[src/rtl/tdom_pkg.sv]
// Package for the trial-division big omega / Mobius / Liouville core.
// Holds widths, the sequencer state type and the sign codes; no dependencies.
`default_nettype none

package tdom_pkg;

    // Width of the number that is factored.
    localparam int N_BITS   = 32;
    // Trial divisors never pass sqrt(2^N_BITS) + 1.
    localparam int P_BITS   = N_BITS / 2 + 1;
    // Bit counter of the shared divider.
    localparam int CNT_BITS = $clog2(N_BITS);
    // Width of the big omega result.
    localparam int FC_BITS  = 6;

    // Two-bit signed codes of the sign results.
    localparam logic [1:0] CODE_ZERO  = 2'b00;
    localparam logic [1:0] CODE_PLUS  = 2'b01;
    localparam logic [1:0] CODE_MINUS = 2'b11;

    typedef enum logic [1:0] {
        ST_IDLE,
        ST_DIV,
        ST_EVAL,
        ST_FINISH
    } t_state;

endpackage

`default_nettype wire

[src/rtl/trial_division_omega_mobius_core.sv]
// Top level: trial-division factoring core giving big omega, Mobius and Liouville values.
// Uses tdom_pkg for widths, state type and sign codes.
`default_nettype none

// Each division tried runs one divider step per bit of the number, then one evaluation
// step; divisions are one per trial divisor plus one per prime factor found. The worst
// case is a 32-bit prime, set by the bit-serial restoring divider that every trial shares.
// Throughput: one item at a time; the input is ready only while the sequencer idles.
// Reset (synchronous, active low) idles the sequencer and empties the output register.
module trial_division_omega_mobius_core (
    input  wire logic                            i_clk,
    input  wire logic                            i_rst_n,
    input  wire logic                            i_in_valid,
    output logic                                 o_in_ready,
    input  wire logic [31:0]                     i_number,
    output logic                                 o_out_valid,
    input  wire logic                            i_out_ready,
    output logic [tdom_pkg::FC_BITS-1:0]         o_factor_count,
    output logic signed [1:0]                    o_mobius_value,
    output logic signed [1:0]                    o_liouville_value
);

    tdom_pkg::t_state r_state, n_state;

    logic [tdom_pkg::N_BITS-1:0]   r_n, n_n;        // remaining cofactor
    logic [tdom_pkg::P_BITS-1:0]   r_p, n_p;        // trial divisor
    logic [tdom_pkg::N_BITS-1:0]   r_quo, n_quo;    // dividend in, quotient out
    logic [tdom_pkg::P_BITS-1:0]   r_rem, n_rem;    // partial remainder
    logic [tdom_pkg::CNT_BITS-1:0] r_cnt, n_cnt;
    logic                          r_inner, n_inner; // dividing out a found prime
    logic [tdom_pkg::FC_BITS-1:0]  r_total, n_total;
    logic                          r_dpar, n_dpar;   // parity of distinct primes
    logic                          r_square, n_square;

    logic                          r_ovalid, n_ovalid;
    logic [tdom_pkg::FC_BITS-1:0]  r_ofc, n_ofc;
    logic [1:0]                    r_omob, n_omob;
    logic [1:0]                    r_oliou, n_oliou;

    logic [tdom_pkg::P_BITS:0]     w_shift;
    logic [tdom_pkg::P_BITS:0]     w_sub;
    logic                          w_ge;
    logic                          w_in_xfer;
    logic                          w_out_free;
    logic                          w_loop_ok;
    logic                          w_left;

    assign w_in_xfer  = i_in_valid && o_in_ready;
    assign w_out_free = !r_ovalid || i_out_ready;
    // Loop test p <= n / p, taken on the quotient of the last division.
    assign w_loop_ok  = r_quo >= {{(tdom_pkg::N_BITS-tdom_pkg::P_BITS){1'b0}}, r_p};
    assign w_left     = r_n > {{(tdom_pkg::N_BITS-1){1'b0}}, 1'b1};

    // One restoring divider step: shift in the next dividend bit, subtract if it fits.
    assign w_shift = {r_rem, r_quo[tdom_pkg::N_BITS-1]};
    assign w_ge    = w_shift >= {1'b0, r_p};
    assign w_sub   = w_shift - {1'b0, r_p};

    // Next state of the sequencer.
    always_comb begin
        n_state = r_state;
        unique case (r_state)
            tdom_pkg::ST_IDLE: begin
                if (w_in_xfer) n_state = tdom_pkg::ST_DIV;
            end
            tdom_pkg::ST_DIV: begin
                if (r_cnt == '0) n_state = tdom_pkg::ST_EVAL;
            end
            tdom_pkg::ST_EVAL: begin
                if (!r_inner && !w_loop_ok) n_state = tdom_pkg::ST_FINISH;
                else                        n_state = tdom_pkg::ST_DIV;
            end
            tdom_pkg::ST_FINISH: begin
                if (w_out_free) n_state = tdom_pkg::ST_IDLE;
            end
            default: n_state = tdom_pkg::ST_IDLE;
        endcase
    end

    // Datapath and output register updates.
    always_comb begin
        n_n      = r_n;
        n_p      = r_p;
        n_quo    = r_quo;
        n_rem    = r_rem;
        n_cnt    = r_cnt;
        n_inner  = r_inner;
        n_total  = r_total;
        n_dpar   = r_dpar;
        n_square = r_square;
        n_ovalid = r_ovalid && !i_out_ready;
        n_ofc    = r_ofc;
        n_omob   = r_omob;
        n_oliou  = r_oliou;
        unique case (r_state)
            tdom_pkg::ST_IDLE: begin
                // Load a new number and start dividing it by 2.
                n_n      = i_number[tdom_pkg::N_BITS-1:0];
                n_quo    = i_number[tdom_pkg::N_BITS-1:0];
                n_p      = tdom_pkg::P_BITS'(2);
                n_rem    = '0;
                n_cnt    = tdom_pkg::CNT_BITS'(tdom_pkg::N_BITS - 1);
                n_inner  = 1'b0;
                n_total  = '0;
                n_dpar   = 1'b0;
                n_square = 1'b0;
            end
            tdom_pkg::ST_DIV: begin
                n_rem = w_ge ? w_sub[tdom_pkg::P_BITS-1:0] : w_shift[tdom_pkg::P_BITS-1:0];
                n_quo = {r_quo[tdom_pkg::N_BITS-2:0], w_ge};
                n_cnt = r_cnt - 1'b1;
            end
            tdom_pkg::ST_EVAL: begin
                // Divisible: take the factor out and divide the new cofactor again.
                if (r_rem == '0 && (r_inner || w_loop_ok)) begin
                    n_n     = r_quo;
                    n_total = r_total + 1'b1;
                    if (r_inner) n_square = 1'b1;
                    else         n_dpar   = !r_dpar;
                    n_inner = 1'b1;
                end else begin
                    n_p     = r_p + 1'b1;
                    n_inner = 1'b0;
                end
                n_quo = (r_rem == '0 && (r_inner || w_loop_ok)) ? r_quo : r_n;
                n_rem = '0;
                n_cnt = tdom_pkg::CNT_BITS'(tdom_pkg::N_BITS - 1);
            end
            tdom_pkg::ST_FINISH: begin
                // A cofactor above one is a last prime.
                if (w_out_free) begin
                    n_ovalid = 1'b1;
                    n_ofc    = r_total + tdom_pkg::FC_BITS'(w_left);
                    if (r_square)            n_omob = tdom_pkg::CODE_ZERO;
                    else if (r_dpar ^ w_left) n_omob = tdom_pkg::CODE_MINUS;
                    else                     n_omob = tdom_pkg::CODE_PLUS;
                    n_oliou  = (r_total[0] ^ w_left) ? tdom_pkg::CODE_MINUS
                                                     : tdom_pkg::CODE_PLUS;
                end
            end
            default: begin
                n_ovalid = r_ovalid;
            end
        endcase
    end

    // Control registers reset; payload registers do not.
    always_ff @(posedge i_clk) begin
        if (!i_rst_n) begin
            r_state  <= tdom_pkg::ST_IDLE;
            r_ovalid <= 1'b0;
        end else begin
            r_state  <= n_state;
            r_ovalid <= n_ovalid;
        end
        r_n      <= n_n;
        r_p      <= n_p;
        r_quo    <= n_quo;
        r_rem    <= n_rem;
        r_cnt    <= n_cnt;
        r_inner  <= n_inner;
        r_total  <= n_total;
        r_dpar   <= n_dpar;
        r_square <= n_square;
        r_ofc    <= n_ofc;
        r_omob   <= n_omob;
        r_oliou  <= n_oliou;
    end

    assign o_in_ready        = (r_state == tdom_pkg::ST_IDLE);
    assign o_out_valid       = r_ovalid;
    assign o_factor_count    = r_ofc;
    assign o_mobius_value    = r_omob;
    assign o_liouville_value = r_oliou;

    // The remainder of a finished division is below its divisor.
    a_rem_below: assert property (@(posedge i_clk) disable iff (!i_rst_n)
        (r_state == tdom_pkg::ST_EVAL) |-> (r_rem < r_p))
        else $error("remainder not below divisor");

    // An input transfer always starts a division.
    a_start_div: assert property (@(posedge i_clk) disable iff (!i_rst_n)
        w_in_xfer |=> (r_state == tdom_pkg::ST_DIV))
        else $error("accepted item did not start a division");

    // Liouville value follows the parity of big omega.
    a_liou_parity: assert property (@(posedge i_clk) disable iff (!i_rst_n)
        o_out_valid |-> (o_liouville_value ==
            (o_factor_count[0] ? tdom_pkg::CODE_MINUS : tdom_pkg::CODE_PLUS)))
        else $error("liouville value disagrees with factor count");

    // A nonzero Mobius value matches the Liouville value (squarefree case).
    a_mob_sign: assert property (@(posedge i_clk) disable iff (!i_rst_n)
        (o_out_valid && o_mobius_value != tdom_pkg::CODE_ZERO) |->
            (o_mobius_value == o_liouville_value))
        else $error("mobius sign disagrees with liouville sign");

endmodule

`default_nettype wire
[config.mk]
export PLATFORM = sky130hd
export DESIGN_NAME = trial_division_omega_mobius_core
export DESIGN_NICKNAME = d
export VERILOG_FILES = /design/src/rtl/tdom_pkg.sv /design/src/rtl/trial_division_omega_mobius_core.sv
export SDC_FILE = /design/constraint.sdc
export NUM_CORES = 1
export LEC_CHECK = 0
export ABC_CLOCK_PERIOD_IN_PS = 5500
export BUFFER_PORTS_ARGS = -buffer_cell sky130_fd_sc_hd__buf_2
export CORE_AREA = 5 5 116 118
export DETAILED_ROUTE_END_ITERATION = 8
export DIE_AREA = 0 0 121 123
export GPL_TIMING_DRIVEN = 0
export PLACE_DENSITY = 0.84
export SYNTH_ARGS = -nofsm -noshare
export SYNTH_HDL_FRONTEND = slang
export SYNTH_SLANG_ARGS = --single-unit
[constraint.sdc]
create_clock -name i_clk -period 5.5 [get_ports i_clk]
set_input_delay 0 -clock i_clk [delete_from_list [all_inputs] [get_ports i_clk]]
set_output_delay 0 -clock i_clk [all_outputs]
set_load 0.01 [all_outputs]
==> results.json <==
{
  "end_kind": "flip-flop",
  "min_path_type": "input pin to flip-flop",
  "grt_use_total": 0.292,
  "grt_max_degree": 33,
  "hold_start": "i_in_valid",
  "gp_congestion": 0.888,
  "clk-insertion-delay-late_ns": 0.42,
  "hold_viol_final": 0,
  "syn_inst": 776,
  "period_needed_ns": 3.26,
  "synth_edf_count": 120,
  "synth_async_sr_flop_share": 0,
  "setup_viol": 0,
  "rr_worst_depth": 8,
  "final_core_util": 0.752,
  "gr-total-overflow": 0,
  "endpoint": "r_p[4]",
  "worst_slew_pin_slew_ns": 0.943,
  "slew_headroom": 0.372,
  "cp_max_fo": 17,
  "netlist_area_mm2": 0.00784,
  "chipWidth_um": 121,
  "vias": 6845,
  "tritoncts": "yes",
  "synthesis.yosys.warnings": 0,
  "yosys.area.top_type": "edfxtp_1",
  "via_per_inst": 6.45,
  "maxSlewViolCount": 0,
  "synth_nets": 857,
  "firstDrtPassIters": 5,
  "wl_um": 21200,
  "synth.avg_cell_area_um2": 10.1,
  "hpwl_um": 14500,
  "finalCritPeriodShare": 0.594,
  "routedWlPerCell_um": 20.0,
  "netlist-cell-type-count": 58,
  "ys_seq_elements": 123,
  "required_ns": 5.55,
  "port-buffer-count": 46,
  "rr_endpoint": "r_p[4]",
  "die_y_um": 123,
  "htree_levels": 4,
  "clock-root-buffer": "clkbuf_16",
  "cap_violations": 0,
  "arrival_ns": 3.31,
  "rows": 41,
  "drtIter0Drc": 853,
  "clk_path_buf_depth": 2,
  "synth.area.top_cells": "edfxtp_1, ha_1, a21oi_1",
  "fin_nets": 958,
  "antenna_cells": 0,
  "grt_pass1_wl_um": 34300,
  "final_layout_size_suffix_gt1_frac": 0.135,
  "yosysSeqAreaShare": 0.467,
  "grt_pass1_vias": 6807,
  "cts-resized-gates": 0,
  "dieArea_mm2": 0.0149,
  "coreArea_mm2": 0.0124,
  "fin_setup_tns_ns": 0,
  "cts_hold_buf": 34,
  "startpoint": "r_quo[16]",
  "rsz0062_at_grt": "false",
  "reg2reg_slack_ns": 2.24,
  "fill_cells": 802,
  "ant_nets": 0,
  "status": "completed",
  "start_util": 0.634,
  "critPathKind": "flip-flop to flip-flop",
  "fmax_mhz": 306,
  "io_pins": 48,
  "clock-sinks": 123,
  "path_clk_slew_ns": 0.06,
  "worst_setup_path_start_kind": "flip-flop",
  "reg2reg_from": "r_quo[16]",
  "syn_to_final_growth_pct": 18.6,
  "antenna_found_initial": 0,
  "synth_flop_cell": "edfxtp_1",
  "finalClockSkew_ns": 0.00773,
  "cts_setup_buffers": 0,
  "drc_errors": 0,
  "synth_top_area_frac": 0.460,
  "cts_made_buffers": 17
}
-- registers in the layout, indices dropped and copies added (netlist names), 2 cells and up --
signal          flops
o_factor_count      6
o_mobius_value      2
r_cnt               5
r_n                32
r_p                17
r_quo              32
r_rem              17
r_state             2
r_total             6
-- layout make-up --
class	instances	area, µm²	area share
Timing Repair Buffer	82	611	0.0657
Tap cell	172	215	0.0231
Inverter	46	173	0.0186
Multi-Input combinational cell	562	3790	0.408
Buffer	45	215	0.0231
Clock buffer	18	429	0.0462
Sequential cell	123	3660	0.394
Clock inverter	14	201	0.0217
-- synthesized netlist by cell type, drive strengths merged, types with 2 or more instances --
cell type,n
o31ai,3
nor2b,24
xor2,8
a21oi,84
o221ai,12
nor3,4
ha,44
a221oi,29
nor4,16
a21bo,2
nand4,7
a211oi,5
clkbuf,36
edfxtp,120
o21ai,43
and3,36
a21o,7
or3,7
a2111oi,2
a31oi,3
o211ai,2
buf,9
nor2,52
nand2b,10
inv,46
xnor2,25
o21a,4
dfxtp,3
or2,2
nand2,55
and2,22
a211o,2
nand3,34
a22oi,2
-- critical path, cell delays in order (launching register included) --
cell	delay [ns]
edfxtp_1	0.44
ha_1	0.27
nor4_1	0.26
nand4_1	0.22
nor4_4	0.44
a21bo_4	0.24
a21oi_4	0.05
buf_4	0.23
a21oi_2	0.73
-- metal layers --
layer	up-vias	wire, µm	GRT usage
met1	3195	8370	0.372
li1	3100	-	-
met5	-	0	0
met2	462	10000	0.479
met4	0	853	0.143
met3	88	1990	0.0613
-- kinds of logic after synthesis --
| kind of cell | count (synthesis) | share of synthesized area |
|---|---|---|
| AOI/OAI and AO/OA | 208 | 0.188 |
| muxes | 1 | 0.00144 |
| other | 1 | 0.000478 |
| and+or+nand+nor | 274 | 0.183 |
| adders and majority gates | 45 | 0.0728 |
| DFF | 123 | 0.467 |
| buffers and inverters | 91 | 0.0493 |
| xor gates and xnor gates | 33 | 0.0369 |
-- per-stage QoR --
stage	worst slack [ns]	instances	area, µm²	hold slack (ns)
2_1_floorplan	2.52	776	7840	0.112
3_3_place_gp	1.82	994	8280	0.258
3_5_place_dp	2.30	996	8330	0.273
4_1_cts	2.28	1062	9300	0.157
5_1_grt	2.07	1062	9300	0.189
6_report	2.24	1062	9300	0.161
-- layout by cell type, fill, tap and decap left out, types with 3 or more instances in the layout --
cell type,instances
o221ai_1,12
clkinv_2,3
nor2_1,52
buf_2,48
dfxtp_1,3
a211oi_1,5
a21o_1,7
nand2_1,55
bufinv_16,5
or3_1,7
xnor2_1,25
nand2b_1,10
a31oi_1,3
a221oi_2,23
nor4_1,14
o21ai_0,28
a21oi_1,82
edfxtp_1,120
nand3_1,34
o31ai_1,3
and3_1,36
clkinv_1,3
inv_1,45
buf_12,3
dlygate4sd3_1,34
nor2b_1,24
buf_4,5
nand4_1,7
ha_1,44
xor2_1,8
o21ai_1,15
clkbuf_16,17
o21a_1,4
clkbuf_1,36
a221oi_1,6
nor3_1,4
and2_1,22
-- how the worst min path moves through the flow --
stage / endpoint / slack, ns / depth (start not counted)
detailed placement: r_state[1] / 0.27 / 3
global route: r_state[1] / 0.19 / 5
finish: r_state[1] / 0.16 / 5
floorplan: r_state[1] / 0.11 / 2
global placement: r_state[1] / 0.26 / 3
CTS: r_state[1] / 0.16 / 5
Power is left out: the tool's default activity adds up to more than one toggle a clock period on the data nets, which glitch-free logic cannot reach.
